## config.mk

```make
export PLATFORM = sky130hd
export DESIGN_NAME = dcd_ctrl
export DESIGN_NICKNAME = d
export VERILOG_FILES = /design/src/design/dcd_pkg.sv /design/src/design/dcd_ctrl.sv
export SDC_FILE = /design/constraint.sdc
export NUM_CORES = 1
export LEC_CHECK = 0
export BUFFER_PORTS_ARGS = -buffer_cell sky130_fd_sc_hd__buf_2
export CORE_UTILIZATION = 47
export CTS_CLUSTER_DIAMETER = 60
export DETAILED_ROUTE_END_ITERATION = 8
export HOLD_SLACK_MARGIN = 0.15
export PLACE_DENSITY = 0.87
export SLEW_MARGIN = 20
export SYNTH_ARGS = -nofsm -noshare
export SYNTH_HDL_FRONTEND = slang
export SYNTH_SLANG_ARGS = --single-unit
```

## constraint.sdc

```tcl
create_clock -name clk -period 3.9 [get_ports clk]
set_input_delay 0.78 -clock clk [delete_from_list [all_inputs] [get_ports clk]]
set_output_delay 0.78 -clock clk [all_outputs]
set_load 0.01 [all_outputs]
```

## src/design/dcd_pkg.sv

```systemverilog
// dcd_pkg: shared types and constants for the directed cycle detector
// words on both channels, sequencer states, register index and default sizes
// no dependencies
package dcd_pkg;

  localparam int DCD_MAX_NODES = 1024;
  localparam int DCD_MAX_EDGES = 4096;

  localparam logic [10:0] NODE_COUNT_RESET = 11'd1024;
  localparam logic        REG_NODE_COUNT   = 1'b0;

  localparam logic KIND_EDGE = 1'b0;
  localparam logic KIND_EVAL = 1'b1;

  typedef struct packed {
    logic       kind;
    logic [9:0] src_node;
    logic [9:0] dst_node;
  } in_word_t;

  typedef struct packed {
    logic       cycle_found;
    logic [9:0] root_node;
    logic       edge_overflow;
  } out_word_t;

  typedef enum logic [3:0] {
    ST_CLEAR,
    ST_IDLE,
    ST_EDGE_WR,
    ST_SCAN_RD,
    ST_SCAN_CHK,
    ST_STEP,
    ST_EDGE_WAIT,
    ST_TGT_WAIT,
    ST_POP_WAIT,
    ST_DONE
  } dcd_state_t;

endpackage

```

## src/design/dcd_ctrl.sv

```systemverilog
// dcd_ctrl: sequencer for edge loading, depth-first search and store clearing
// depends on dcd_pkg; drives the node, mark, edge and stack rams in the top level
module dcd_ctrl #(
  parameter int MAX_NODES = dcd_pkg::DCD_MAX_NODES,
  parameter int MAX_EDGES = dcd_pkg::DCD_MAX_EDGES,
  parameter int NW = $clog2(MAX_NODES),
  parameter int LW = $clog2(MAX_EDGES + 1),
  parameter int EW = $clog2(MAX_EDGES)
) (
  input  logic               clk,
  input  logic               rst_n,
  input  logic [10:0]        node_count,
  input  logic               in_valid,
  output logic               in_ready,
  input  dcd_pkg::in_word_t  in_data,
  output logic               out_valid,
  input  logic               out_ready,
  output dcd_pkg::out_word_t out_data,
  // node rams: list head and {seen, on_path}
  output logic [NW-1:0]      node_raddr,
  input  logic [LW-1:0]      head_rdata,
  input  logic [1:0]         mark_rdata,
  output logic               head_we,
  output logic [NW-1:0]      head_waddr,
  output logic [LW-1:0]      head_wdata,
  output logic               mark_we,
  output logic [NW-1:0]      mark_waddr,
  output logic [1:0]         mark_wdata,
  // edge ram: {next link, target}
  output logic [EW-1:0]      edge_raddr,
  input  logic [LW+9:0]      edge_rdata,
  output logic               edge_we,
  output logic [EW-1:0]      edge_waddr,
  output logic [LW+9:0]      edge_wdata,
  // stack ram: {node, link} of entries below the top
  output logic [NW-1:0]      stk_raddr,
  input  logic [NW+LW-1:0]   stk_rdata,
  output logic               stk_we,
  output logic [NW-1:0]      stk_waddr,
  output logic [NW+LW-1:0]   stk_wdata
);
  import dcd_pkg::*;

  dcd_state_t       state_r, state_nxt;
  logic [10:0]      r_r, r_nxt;
  logic [NW-1:0]    top_node_r, top_node_nxt;
  logic [LW-1:0]    top_link_r, top_link_nxt;
  logic [NW:0]      depth_r, depth_nxt;
  logic [LW-1:0]    edge_total_r, edge_total_nxt;
  logic             overflow_r, overflow_nxt;
  logic             found_r, found_nxt;
  logic [NW:0]      clr_r, clr_nxt;
  logic [NW-1:0]    tgt_r, tgt_nxt;
  logic [9:0]       src_r, src_nxt;
  logic [9:0]       dst_r, dst_nxt;
  logic             out_valid_r, out_valid_nxt;
  out_word_t        out_data_r, out_data_nxt;

  logic [10:0]      eff_count;
  logic             edge_in_range;
  logic             store_full;
  logic             scan_last;
  logic             out_free;
  logic [LW-1:0]    e_next;
  logic [9:0]       e_tgt;
  logic             e_tgt_ok;

  // effective node count and small decodes
  assign eff_count = (MAX_NODES >= 2048 || node_count <= 11'(MAX_NODES)) ?
                     node_count : 11'(MAX_NODES);
  assign edge_in_range = ({1'b0, in_data.src_node} < eff_count) &&
                         ({1'b0, in_data.dst_node} < eff_count);
  assign store_full = (edge_total_r == LW'(MAX_EDGES));
  assign scan_last  = ({1'b0, r_r} + 12'd1) >= {1'b0, eff_count};
  assign out_free   = !out_valid_r || out_ready;
  assign e_next     = edge_rdata[LW+9:10];
  assign e_tgt      = edge_rdata[9:0];
  assign e_tgt_ok   = {1'b0, e_tgt} < eff_count;

  assign in_ready  = (state_r == ST_IDLE);
  assign out_valid = out_valid_r;
  assign out_data  = out_data_r;

  // next state
  always_comb begin
    state_nxt = state_r;
    case (state_r)
      ST_CLEAR: begin
        if (clr_r == (NW+1)'(MAX_NODES - 1)) state_nxt = ST_IDLE;
      end
      ST_IDLE: begin
        if (in_valid) begin
          if (in_data.kind == KIND_EVAL) begin
            state_nxt = (eff_count == 11'd0) ? ST_DONE : ST_SCAN_RD;
          end else if (edge_in_range && !store_full) begin
            state_nxt = ST_EDGE_WR;
          end
        end
      end
      ST_EDGE_WR:  state_nxt = ST_IDLE;
      ST_SCAN_RD:  state_nxt = ST_SCAN_CHK;
      ST_SCAN_CHK: begin
        if (!mark_rdata[1] && head_rdata != '0) state_nxt = ST_STEP;
        else if (scan_last)                     state_nxt = ST_DONE;
        else                                    state_nxt = ST_SCAN_RD;
      end
      ST_STEP: begin
        if (top_link_r != '0)          state_nxt = ST_EDGE_WAIT;
        else if (depth_r != (NW+1)'(1)) state_nxt = ST_POP_WAIT;
        else if (scan_last)            state_nxt = ST_DONE;
        else                           state_nxt = ST_SCAN_RD;
      end
      ST_EDGE_WAIT: state_nxt = e_tgt_ok ? ST_TGT_WAIT : ST_STEP;
      ST_TGT_WAIT: begin
        if (!mark_rdata[1] || !mark_rdata[0]) state_nxt = ST_STEP;
        else                                  state_nxt = ST_DONE;
      end
      ST_POP_WAIT: state_nxt = ST_STEP;
      ST_DONE: begin
        if (out_free) state_nxt = ST_CLEAR;
      end
      default: state_nxt = ST_CLEAR;
    endcase
  end

  // memory strobes and datapath
  always_comb begin
    r_nxt          = r_r;
    top_node_nxt   = top_node_r;
    top_link_nxt   = top_link_r;
    depth_nxt      = depth_r;
    edge_total_nxt = edge_total_r;
    overflow_nxt   = overflow_r;
    found_nxt      = found_r;
    clr_nxt        = clr_r;
    tgt_nxt        = tgt_r;
    src_nxt        = src_r;
    dst_nxt        = dst_r;
    out_valid_nxt  = out_valid_r && !out_ready;
    out_data_nxt   = out_data_r;
    node_raddr     = NW'(r_r);
    head_we        = 1'b0;
    head_waddr     = NW'(src_r);
    head_wdata     = edge_total_r + LW'(1);
    mark_we        = 1'b0;
    mark_waddr     = top_node_r;
    mark_wdata     = 2'b10;
    edge_raddr     = EW'(top_link_r - LW'(1));
    edge_we        = 1'b0;
    edge_waddr     = EW'(edge_total_r);
    edge_wdata     = {head_rdata, dst_r};
    stk_raddr      = NW'(depth_r - (NW+1)'(2));
    stk_we         = 1'b0;
    stk_waddr      = NW'(depth_r - (NW+1)'(1));
    stk_wdata      = {top_node_r, top_link_r};
    case (state_r)
      ST_CLEAR: begin
        head_we    = 1'b1;
        head_waddr = clr_r[NW-1:0];
        head_wdata = '0;
        mark_we    = 1'b1;
        mark_waddr = clr_r[NW-1:0];
        mark_wdata = 2'b00;
        clr_nxt    = clr_r + (NW+1)'(1);
      end
      ST_IDLE: begin
        node_raddr = NW'(in_data.src_node);
        src_nxt    = in_data.src_node;
        dst_nxt    = in_data.dst_node;
        r_nxt      = '0;
        found_nxt  = 1'b0;
        if (in_valid && in_data.kind == KIND_EDGE && edge_in_range && store_full) begin
          overflow_nxt = 1'b1;
        end
      end
      ST_EDGE_WR: begin
        edge_we        = 1'b1;
        head_we        = 1'b1;
        edge_total_nxt = edge_total_r + LW'(1);
      end
      ST_SCAN_CHK: begin
        if (!mark_rdata[1] && head_rdata != '0) begin
          mark_we      = 1'b1;
          mark_waddr   = NW'(r_r);
          mark_wdata   = 2'b11;
          top_node_nxt = NW'(r_r);
          top_link_nxt = head_rdata;
          depth_nxt    = (NW+1)'(1);
        end else if (!scan_last) begin
          r_nxt = r_r + 11'd1;
        end
      end
      ST_STEP: begin
        if (top_link_r == '0) begin
          // pop: node leaves the current path
          mark_we   = 1'b1;
          depth_nxt = depth_r - (NW+1)'(1);
          if (depth_r == (NW+1)'(1) && !scan_last) r_nxt = r_r + 11'd1;
        end
      end
      ST_EDGE_WAIT: begin
        top_link_nxt = e_next;
        tgt_nxt      = NW'(e_tgt);
        node_raddr   = NW'(e_tgt);
      end
      ST_TGT_WAIT: begin
        if (!mark_rdata[1]) begin
          // push: park the current top, descend into the target
          stk_we       = 1'b1;
          mark_we      = 1'b1;
          mark_waddr   = tgt_r;
          mark_wdata   = 2'b11;
          top_node_nxt = tgt_r;
          top_link_nxt = head_rdata;
          depth_nxt    = depth_r + (NW+1)'(1);
        end else if (mark_rdata[0]) begin
          found_nxt = 1'b1;
        end
      end
      ST_POP_WAIT: begin
        top_node_nxt = stk_rdata[NW+LW-1:LW];
        top_link_nxt = stk_rdata[LW-1:0];
      end
      ST_DONE: begin
        if (out_free) begin
          out_valid_nxt              = 1'b1;
          out_data_nxt.cycle_found   = found_r;
          out_data_nxt.root_node     = found_r ? r_r[9:0] : 10'd0;
          out_data_nxt.edge_overflow = overflow_r;
          clr_nxt        = '0;
          edge_total_nxt = '0;
          overflow_nxt   = 1'b0;
        end
      end
      default: ;
    endcase
  end

  // registers
  always_ff @(posedge clk) begin
    if (!rst_n) begin
      state_r      <= ST_CLEAR;
      clr_r        <= '0;
      edge_total_r <= '0;
      overflow_r   <= 1'b0;
      found_r      <= 1'b0;
      out_valid_r  <= 1'b0;
      depth_r      <= '0;
    end else begin
      state_r      <= state_nxt;
      clr_r        <= clr_nxt;
      edge_total_r <= edge_total_nxt;
      overflow_r   <= overflow_nxt;
      found_r      <= found_nxt;
      out_valid_r  <= out_valid_nxt;
      depth_r      <= depth_nxt;
    end
    r_r        <= r_nxt;
    top_node_r <= top_node_nxt;
    top_link_r <= top_link_nxt;
    tgt_r      <= tgt_nxt;
    src_r      <= src_nxt;
    dst_r      <= dst_nxt;
    out_data_r <= out_data_nxt;
  end

  // stack never grows past the node store size MAX_NODES
  a_depth_bound: assert property (@(posedge clk) disable iff (!rst_n)
    depth_r <= (NW+1)'(MAX_NODES))
    else $error("search stack deeper than node store");

  // edge count stays within the store
  a_edge_bound: assert property (@(posedge clk) disable iff (!rst_n)
    edge_total_r <= LW'(MAX_EDGES))
    else $error("edge count beyond store size");

  // the clearing pass always starts from an empty edge store
  a_clear_empty: assert property (@(posedge clk) disable iff (!rst_n)
    state_r == ST_CLEAR |-> edge_total_r == '0 && !overflow_r)
    else $error("edge store not reset during clearing pass");

  // a result is loaded only on leaving the done state
  a_result_src: assert property (@(posedge clk) disable iff (!rst_n)
    $rose(out_valid_r) |-> $past(state_r) == ST_DONE)
    else $error("result word raised outside done state");

endmodule

```

== Word-level counts from Yosys, hierarchy flattened ==
Cells that the tools add are included.

* Word-level logic and storage cells: 150
* Output and inout port bits: 153
* Bits of input ports: 97
* Register bits after elaboration: 118

* Eq/ne operators: 26
* Mux-type cells: 55
* Reduce and logical (&&, ||, !) cells: 39
* Add/sub/neg operators: 8
* Bitwise logic cells: 1
* $lt $le $gt $ge: 5

{| class="wikitable"
|+ Operators with widths
! kind !! number
|-
| $mux W11 || 9
|-
| $pmux W11 S3 || 2
|-
| $pmux W10 S3 || 2
|-
| $mux W13 || 4
|-
| $pmux W13 S4 || 1
|-
| $mux W4 || 11
|-
| $pmux W4 S10 || 1
|-
| $add A11 B1 Y11 const B || 3
|-
| $lt A10 B11 Y1 || 3
|-
| $mux W10 || 3
|-
| $pmux W13 S2 || 1
|-
| $reduce_bool A13 Y1 || 2
|-
| $ne A2 B2 Y1 const B || 11
|-
| $pmux W11 S2 || 1
|-
| $pmux W10 S2 || 1
|-
| $eq A4 B3 Y1 const B || 4
|-
| $mux W1 || 14
|-
| $add A13 B1 Y13 const B || 1
|-
| $eq A13 B13 Y1 const B || 1
|-
| $logic_not A13 Y1 || 1
|-
| $add A11 B1 Y12 const B || 1
|-
| $ge A12 B11 Y1 || 1
|-
| $sub A12 B1 Y12 const B || 1
|-
| $eq A11 B1 Y1 const B || 1
|-
| 28 further kinds || 54
|}

== Logic depth before layout (Yosys ltp) ==
Gate-level depths: netlist of run 1.

* Depth after elaboration: 9
* Depth in mapped cells: 13
* Gate-level depth less buffers: 13

== Worst setup path before layout of run 1 ==
OpenSTA, ideal clock, no wires.

* Kind: input port to flip-flop
* From: in node_count[10]
* To: reg r_r[0] (enable)
* Setup time: 0.399 ns
* Slack: -0.050 ns
* Required time: 3.501 ns
* Arrival time: 3.551 ns
* Path buffers: 1
* Stages on the path: 9
* Path through: clkbuf_1 > clkinv_1 > nand2_1 > ha_1 > a2111oi_0 > o211ai_1 > a21oi_1 > nand3_1 > a221oi_1

* Cells in the longest elaborated chain, start to end: 7
* Elaborated cells between the ends (all ways): 8
* Those cells by class: order compare (2); eq/ne (2); mux (1); reduce/logical (3)

{| class="wikitable"
|+ Ends and longest elaborated chain
! item !! RTL line !! text
|-
| start, declared || dcd_ctrl.sv:12 || <nowiki>input logic [10:0] node_count,</nowiki>
|-
| $le A11 B11 Y1 || dcd_ctrl.sv:69 || <nowiki>assign eff_count = (MAX_NODES >= 2048 || node_count <= 11'(MAX_NODES)) ?</nowiki>
|-
| $mux W11 * || dcd_ctrl.sv:69 ||
|-
| $ge A12 B11 Y1 * || dcd_ctrl.sv:74 || <nowiki>assign scan_last = ({1'b0, r_r} + 12'd1) >= {1'b0, eff_count};</nowiki>
|-
| $logic_not A1 Y1 || dcd_ctrl.sv:198 || <nowiki>if (depth_r == (NW+1)'(1) && !scan_last) r_nxt = r_r + 11'd1;</nowiki>
|-
| $logic_and A1 B1 Y1 || dcd_ctrl.sv:198 ||
|-
| $ne A2 B2 Y1 (no source line) || -- ||
|-
| $reduce_and A5 Y1 (no source line) * || -- ||
|-
| end signal, assigned || dcd_ctrl.sv:258 || <nowiki>r_r <= r_nxt;</nowiki>
|-
| end, declared || dcd_ctrl.sv:45 || <nowiki>logic [10:0] r_r, r_nxt;</nowiki>
|}

Every way passes the cells marked *; elsewhere a longest branch is shown, timed or not.
A chain may end at the register's enable or synchronous reset.

== Final worst setup path of run 1 ==
* From: reg r_r[1]
* To: reg r_r[8] (enable)

* Cells in the longest elaborated chain, start to end: 6
* Elaborated cells between the ends (all ways): 7
* Those cells by class: add/sub (1); order compare (1); eq/ne (2); reduce/logical (3)

{| class="wikitable"
|+ Ends and longest elaborated chain
! item !! RTL line
|-
| $add A11 B1 Y12 * || dcd_ctrl.sv:74
|-
| $ge A12 B11 Y1 * || dcd_ctrl.sv:74
|-
| $logic_not A1 Y1 || dcd_ctrl.sv:198
|-
| $logic_and A1 B1 Y1 || dcd_ctrl.sv:198
|-
| $ne A2 B2 Y1 (no source line) || --
|-
| $reduce_and A5 Y1 (no source line) * || --
|}

Marked as above.

==> results of run 1 <==
## layer usage
| metal | wire (µm) | vias up | share of wire | global-route usage |
|---|---|---|---|---|
| met3 | 2220 | 63 | 0.088 | 0.0531 |
| met5 | 0 | - | 0 | 0 |
| met4 | 958 | 0 | 0.038 | 0.138 |
| li1 | - | 3620 | - | - |
| met1 | 10300 | 3663 | 0.41 | 0.373 |
| met2 | 11800 | 495 | 0.47 | 0.461 |
## through the flow
step | instance area [µm²] | cells | setup slack [ps] | hold slack, ps | utilization
floorplan | 7920 | 899 | 298 | 409 | -
global placement | 9160 | 1308 | 353 | 458 | 0.555
detailed placement | 9160 | 1308 | 284 | 459 | 0.555
CTS | 9710 | 1340 | 355 | 474 | 0.587
global route | 9710 | 1340 | 46.1 | 481 | 0.587
finish | 9710 | 1340 | 281 | 494 | 0.587
## cell families after synthesis
group                    Yosys count  share of synthesized area
AO/OA/AOI/OAI                    174                      0.152
XOR/XNOR                          52                     0.0575
adder cells (fa/ha/maj)           49                     0.0774
buffers and inverters             95                     0.0615
flip-flops                       118                      0.394
multiplexers                      21                     0.0281
AND/OR/NAND/NOR                  390                      0.229
## state kept, by name, indices dropped and copies added, names as in the netlist
name / flops
clr_r: 11
out_data: 12
top_link_r: 13
dst_r: 10
src_r: 10
tgt_r: 10
r_r: 11
overflow_r: 1
state_r: 4
depth_r: 11
out_valid: 1
found_r: 1
top_node_r: 10
edge_total_r: 13
## final timing paths
check | from | endpoint | slack, ps | depth (start not counted)
worst max-delay path | r_r[1] | r_r[8] | 280 | 13
worst min-delay path | overflow_r | out_data[0] | 490 | 0
worst max register to register | r_r[1] | r_r[8] | 280 | 13
worst min register to register | overflow_r | out_data[0] | 490 | 0
## worst register-to-register path: stages (launching register included)
cell and delay, ps:
edfxtp_1 490, ha_1 240, nand3_1 120, nor2_1 200
nand2_1 90, xnor2_1 260, ha_1 300, a21o_1 190
a21oi_1 190, o211ai_1 110, a21oi_1 430, nand3_1 170
a221oi_2 300, buf_4 240
## cell type report
type | instances | area [µm²]
fillers | 1428 | 6820
multi-input cells | 686 | 4330
flip-flops and latches | 118 | 3120
repair buffers | 265 | 1370
clock buffers | 27 | 493
well taps | 220 | 275
inverters | 19 | 71.3
clock inverters | 5 | 50.0
## cells in the final DEF, fill, tap and decap left out, types with 4 or more instances in the layout
cell type and instances:
nand2_1 169, buf_4 16, inv_1 16, and2_1 19, mux2i_1 11, xnor2_1 32
or3_1 10, o211ai_1 14, a21o_1 5, o21ai_0 25, a31oi_1 5, nor2_1 74
mux2_2 10, edfxtp_1 76, xor2_1 20, buf_2 249, a21oi_1 38, nand2b_1 11
nor4b_1 5, a221o_1 10, nor3_1 14, nor4_1 6, clkinv_2 4, clkbuf_1 7
ha_1 49, and3_1 16, nor2b_1 8, nand3_1 32, nand4_1 9, o21a_1 4
a22oi_1 31, clkbuf_16 17, dfxtp_1 42, a211oi_1 5, o21ai_1 8
## power breakdown
group / leakage (nW) / internal (mW) / switching [mW]
clock: 0.269 / 0.921 / 0.539
combinational: 2.97 / 1.13 / 1.84
sequential: 1.05 / 1.69 / 0.294
==> impl_metrics.toml, run 1 <==
[outcome]
status = "completed"

[worst_setup_path]
crit_type = "reg -> reg"
cpMaxStageDelayCell = "edfxtp_1"
path_delay_family = "compound AO/OA/AOI/OAI gates"
cpPeakStageDelay_ps = 490
cp_data_arrival_time_ps = 3740
cp_num_buf_inv = 1
cp-start-kind = "flop"
worst-path-max-fanout = 11
worstSetupEndpointType = "flop"
crit_required_ps = 4020
path_cells = "ha_1 > nand3_1 > nor2_1 > nand2_1 > xnor2_1 > ha_1 > a21o_1 > a21oi_1 > o211ai_1 > a21oi_1 > nand3_1 > a221oi_2 > buf_4"

[timing]
finalCritPeriodShare = 0.928
fin_setup_tns_ps = 0
tightestPinTransition_ps = 915
skew_ps = 5.56
period_needed_ps = 3620
slew_viol_final = 0
relSlewSlack = 0.388
hold_violations = 0
max_clock_freq_mhz = 276
rsz0062_at_grt = "no"
setup_viol = 0

[die]
die_area_um2 = 17400
num_rows = 47
die_height_um = 132
core-area_um2 = 16500
io_pins = 250
die_x_um = 132
start_util = 0.479

[detailed_routing]
drt-initial-drc-count = 758
routedWlPerCell_um = 18.9
viasPerCell = 5.85
dr.pass1.iters = 6
num_vias = 7841
drcViolationCount = 0
drt.antenna.violating_nets = 0
drt-total-wl_mm = 25.3

[layout]
layout-drive-gt1-share = 0.283
nets = 1253
diodes = 0
syn_to_final_growth_pct = 22.6

[synth]
avgSynthCellArea_um2 = 8.81
yosys_warnings = 0
synth_cells = 899
synth-seq-cells = 118
synth_edf_count = 76
synthArstFlopShare = 0
netlist-cell-type-count = 64
synth_top_area_share = 0.288
syn_nets = 1045
ys.flop_type = "edfxtp_1"
synthTopCellsByCount = "169 x nand2_1, 76 x edfxtp_1, 75 x nor2_1"
ys_seq_area_frac = 0.394
yosysTopAreaCell = "edfxtp_1"
synth_area_leaders = "edfxtp_1 29%, dfxtp_1 11%, nand2_1 8.0%, ha_1 7.7%, nor2_1 3.6%"
synth_most_common_cell = "nand2_1"
syn-cell-area_um2 = 7920

[run]
drv_cap = 0

[place]
io_buffer_count = 249
post-dp-hpwl_mm = 19.5
gp_congestion = 1.03

[cts]
clk_pin_slew_ps = 50
cts_buffers = 17
cts_htree_levels = 4
max-clock-path-buffers = 2
postCtsHoldBufs = 0
cts_resized = 0
cts-root-buf = "clkbuf_16"
clock-sinks = 118
clk_latency_ps = 420
cts_tree = "done"
post_cts_buffers = 0

[power_and_ir_drop]
p_leak_nw = 4.29
peakVddDrop_v = 0.000405
p_per_area_nw_per_um2 = 662
p_total_mw = 6.42

[global_routing]
grt_max_degree = 36
grt_first_pass_wirelength_mm = 38.6
grt_overflow = 0
track_usage = 0.287
grt_pass1_vias = 7084
antenna_found_initial = 0

[worst_hold_path]
min_path_type = "reg -> reg"
(Power assumes the default switching activity.)
==> inputs of run 2 (changes only) <==
--- a/config.mk
+++ b/config.mk
@@ -10,4 +10,5 @@
 export CTS_CLUSTER_DIAMETER = 60
 export DETAILED_ROUTE_END_ITERATION = 8
+export GPL_ROUTABILITY_DRIVEN = 0
 export HOLD_SLACK_MARGIN = 0.15
 export PLACE_DENSITY = 0.87
==> constraint.sdc (replaced) <==
create_clock -name clk -period 3.9 [get_ports clk]
set_input_delay 0.585 -clock clk [delete_from_list [all_inputs] [get_ports clk]]
set_output_delay 0.585 -clock clk [all_outputs]
set_load 0.01 [all_outputs]
==> run 2 against run 1 <==
Against the previous run:
- hold slack lost 120 ps
- utilization shrank 0.47 points
- via count shrank 0.26%
- sequential share of layout area grew 0.26 points
- worst setup slack lost 21 ps
- fmax shrank 0.57%
- die area is the same
- clock-buffer cell count shrank 8
- critical path depth is the same
- register-to-register slack lost 20 ps
- critical endpoint is now r_r[3]
- critical path type unchanged
- sequential power is essentially flat
- cell count shrank 0.22%
==> impl_metrics.toml, run 2 (synthesis gave the netlist of run 1 again) <==
[outcome]
status = "completed"

[global_routing]
grt_max_degree = 30
grt_overflow = 0
antenna_found_initial = 1
grt_pass1_vias = 7039
grt_first_pass_wirelength_mm = 38.3
track_usage = 0.285

[detailed_routing]
drt-initial-drc-count = 810
drt-total-wl_mm = 24.8
dr.pass1.iters = 6
num_vias = 7821
drt.antenna.violating_nets = 0
routedWlPerCell_um = 18.6
viasPerCell = 5.85
drcViolationCount = 0

[place]
post-dp-hpwl_mm = 18.5
dp_slack_ps = 360
io_buffer_count = 249
dpl_cell_area_um2 = 9130

[cts]
clk_latency_ps = 420
cts_buffers = 17
max-clock-path-buffers = 2
postCtsHoldBufs = 0
cts_resized = 0
clk_pin_slew_ps = 60
cts_htree_levels = 4
cts-root-buf = "clkbuf_16"
post_cts_buffers = 0
cts_tree = "done"
clock-sinks = 118

[die]
io_pins = 250
num_rows = 47
start_util = 0.479
die_x_um = 132
die_height_um = 132
die_area_um2 = 17400
core-area_um2 = 16500

[layout]
syn_to_final_growth_pct = 21.6
final_cell_mix = "249 x buf_2, 169 x nand2_1, 76 x edfxtp_1"
fill_cells = 1404
layout-drive-gt1-share = 0.280
nets = 1249
fin_area_um2 = 9630
final_common_cell = "buf_2"

[power_and_ir_drop]
seq_power_share = 0.325
p_int_mw = 3.58
p_per_area_nw_per_um2 = 645
p_total_mw = 6.21
p_sw_mw = 2.63
peakVddDrop_v = 0.000408
clkPwrFrac = 0.215
p_sw_frac = 0.423
p_leak_nw = 4.24
p_comb_frac = 0.460

[timing]
skew_ps = 4.33
slew_viol_final = 0
setup_ws_ps = 261
rsz0062_at_grt = "no"
finalCritPeriodShare = 0.933
hold_violations = 0
setup_viol = 0
max_clock_freq_mhz = 275
period_needed_ps = 3640
relSlewSlack = 0.407
fin_setup_tns_ps = 0
tightestPinTransition_ps = 887

[worst_setup_path]
r2r_slack_ps = 260
path_cells = "ha_1 > nand3_1 > nor2_1 > nand2_1 > xnor2_1 > ha_1 > a21o_1 > a21oi_1 > o211ai_1 > a21oi_1 > nand3_1 > a221oi_1 > buf_4"
ff2ff_path_depth = 13
cp_data_arrival_time_ps = 3760
crit_required_ps = 4020
worst-path-max-fanout = 11
cpPeakStageDelay_ps = 480
cp-start-kind = "flop"
cp-endpoint = "r_r[3]"
crit_type = "reg -> reg"
r2r-start = "r_r[1]"
cp-startpoint = "r_r[1]"
cpMaxStageDelayCell = "edfxtp_1"
worstSetupEndpointType = "flop"
r2r-end = "r_r[3]"

[worst_hold_path]
min_path_type = "in -> reg"

[run]
drv_cap = 0
==> run 2: power by group through the flow <==
stage / logic, mW / registers (mW) / clock network [mW]
floorplan: 1.78 / 1.95 / 0
global route: 3.08 / 2.05 / 1.40
finish: 2.86 / 2.02 / 1.34
global placement: 2.75 / 2.01 / 0
CTS: 2.82 / 2.00 / 1.35
detailed placement: 2.81 / 2.03 / 0
==> run 2: worst min path at each step <==
stage                     startpoint     endpoint  slack [ps]  depth (start not counted)
after detailed placement  overflow_r  out_data[0]         430                          0
after global placement    overflow_r  out_data[0]         420                          0
final                     in_data[2]     dst_r[2]         370                          1
after CTS                 in_data[2]     dst_r[2]         350                          1
after floorplan           overflow_r  out_data[0]         410                          0
after global routing      in_data[2]     dst_r[2]         350                          1
==> run 2: critical path, delay by kind of cell (launching register included) <==
| family | cells | cell delay (ps) |
|---|---|---|
| AND/OR/NAND/NOR | 4 | 550 |
| buffers and inverters | 1 | 250 |
| adder cells (fa/ha/maj) | 2 | 530 |
| XOR/XNOR | 1 | 250 |
| AO/OA/AOI/OAI | 5 | 1250 |
| flip-flops | 1 | 480 |
==> run 2: routing by layer <==
| metal | global-route usage | part of all wire | up-vias |
|---|---|---|---|
| li1 | - | - | 3621 |
| met1 | 0.360 | 0.40 | 3623 |
| met2 | 0.471 | 0.47 | 515 |
| met3 | 0.0627 | 0.095 | 62 |
| met4 | 0.120 | 0.032 | 0 |
| met5 | 0 | 0 | - |
==> run 2: cell type report <==
type,count,area [µm²],share of cell area
antenna,1,2.50,0.000260
clock buffer,19,433,0.0450
clock inverter,13,66.3,0.00689
inverter,19,71.3,0.00741
multi-input combinational,686,4320,0.449
sequential,118,3120,0.324
tap,220,275,0.0286
timing repair buffer,261,1340,0.139
==> run 2: per-stage QoR <==
stage / cells / utilization / hold slack [ps]
floorplan: 899 / - / 409
global placement: 1304 / 0.552 / 423
detailed placement: 1304 / 0.552 / 432
CTS: 1336 / 0.583 / 352
global route: 1337 / 0.583 / 354
finish: 1337 / 0.583 / 373
==> inputs of run 3 (changes only) <==
BUFFER_PORTS_ARGS = -buffer_cell sky130_fd_sc_hd__buf_4   (was -buffer_cell sky130_fd_sc_hd__buf_2)
==> run 3 against run 2 <==
Against the previous run:
- first-iteration DRC count down 12%
- global-route usage rose by 0.75 points
- utilization rose by 4.1 points
- sequential power about the same
- clock-buffer cell count rose by 5
- wire length grew 2.6%
- critical endpoint is now r_r[2]
- largest power group unchanged
- highest routed layer unchanged
==> impl_metrics.toml, run 3 (synthesis gave the netlist of run 1 again) <==
[cts]
clk_pin_slew_ps = 50
cts_tree = "done"
clk_latency_ps = 420
cts_buffers = 17
postCtsHoldBufs = 0
clock-sinks = 118
max-clock-path-buffers = 2
cts_htree_levels = 4
post_cts_buffers = 0
cts-root-buf = "clkbuf_16"
cts_resized = 0

[timing]
hold_violations = 0
relSlewSlack = 0.429
skew_ps = 4.26
slew_viol_final = 0
max_clock_freq_mhz = 275
period_needed_ps = 3640
tightestPinTransition_ps = 853
fin_setup_tns_ps = 0
rsz0062_at_grt = "no"
setup_ws_ps = 262
setup_viol = 0
finalCritPeriodShare = 0.933

[worst_hold_path]
min_path_type = "in -> reg"

[layout]
final_common_cell = "buf_4"
fill_cells = 1353
diodes = 0
fin_area_um2 = 10300
nets = 1248
final_cell_mix = "260 x buf_4, 169 x nand2_1, 76 x edfxtp_1"
regArea_um2 = 3120
syn_to_final_growth_pct = 30.2
multiInputGateArea_um2 = 4320
layout-drive-gt1-share = 0.283

[detailed_routing]
drt-initial-drc-count = 712
drcViolationCount = 0
drt.antenna.violating_nets = 0
viasPerCell = 5.91
num_vias = 7891
dr.pass1.iters = 6
routedWlPerCell_um = 19.1
drt-total-wl_mm = 25.5

[worst_setup_path]
worst-path-max-fanout = 11
cp_data_arrival_time_ps = 3760
worstSetupEndpointType = "flop"
crit_type = "reg -> reg"
crit_required_ps = 4020
cp-start-kind = "flop"

[die]
die_area_um2 = 17400
io_pins = 250
num_rows = 47
core-area_um2 = 16500
die_x_um = 132
die_height_um = 132
start_util = 0.479

[global_routing]
top_usage_layer = "met2"
antenna_found_initial = 0
grt_pass1_vias = 7459
grtUsageMet3 = 0.0681
met1_usage = 0.361
grt.met2_usage = 0.475
grt_max_degree = 35
grt_first_pass_wirelength_mm = 39.5
track_usage = 0.293
grt_overflow = 0

[place]
dpl_cell_area_um2 = 9740
io_buffer_count = 249
dp_slack_ps = 360
post-dp-hpwl_mm = 18.9

[outcome]
status = "completed"

[power_and_ir_drop]
p_per_area_nw_per_um2 = 651
peakVddDrop_v = 0.000489
p_leak_nw = 4.47

[run]
drv_cap = 0
[run 3: cell count changes in the layout (fill, tap and decap cells not counted), sizes merged]
cell	delta
buf	-1
clkbuf	+5
clkinv	-3
clkinvlp	-2
diode	-1
[run 3: cell type report]
cell class	instances	area share
clock buffer	24	0.0508
timing repair buffer	260	0.189
sequential	118	0.303
tap	220	0.0267
multi-input combinational	686	0.419
clock inverter	8	0.00413
inverter	19	0.00692
[run 3: metrics by stage]
stage,utilization,hold slack [ps],power [mW],std cells
4_1_cts,0.624,346,6.67,1335
2_1_floorplan,-,409,3.73,899
6_report,0.624,358,6.71,1335
5_1_grt,0.624,344,7.03,1335
3_3_place_gp,0.590,418,5.10,1303
3_5_place_dp,0.590,424,5.18,1303
[run 3: power by group]
| part | switching [mW] | internal (mW) | leakage [nW] |
|---|---|---|---|
| logic | 1.79 | 1.40 | 3.13 |
| clock network | 0.557 | 0.929 | 0.286 |
| registers | 0.336 | 1.70 | 1.05 |
| total | 2.69 | 4.02 | 4.47 |
[run 3: path summary, 6_finish.rpt]
kind | from | endpoint | slack, ps | depth (start not counted)
hold reg to reg | overflow_r | out_data[0] | 450 | 0
hold / removal | in_data[4] | dst_r[4] | 360 | 1
setup / recovery | r_r[0] | r_r[2] | 260 | 13
setup reg to reg | r_r[0] | r_r[2] | 260 | 13
[run 3: routing by layer]
layer  routed length, µm  part of all wire
met1               10100              0.40
met3                2200             0.086
met4                1210             0.047
met5                   0                 0
met2               11900              0.47
[run 3: worst max-delay path, cell delays in order (launching register included)]
cell	delay [ps]
edfxtp_1	520
ha_1	250
nand3_1	120
nor2_1	200
nand2_1	100
xnor2_1	160
ha_1	330
a21o_1	180
a21oi_1	210
o211ai_1	120
a21oi_1	400
nand3_1	130
a221oi_1	350
buf_4	270
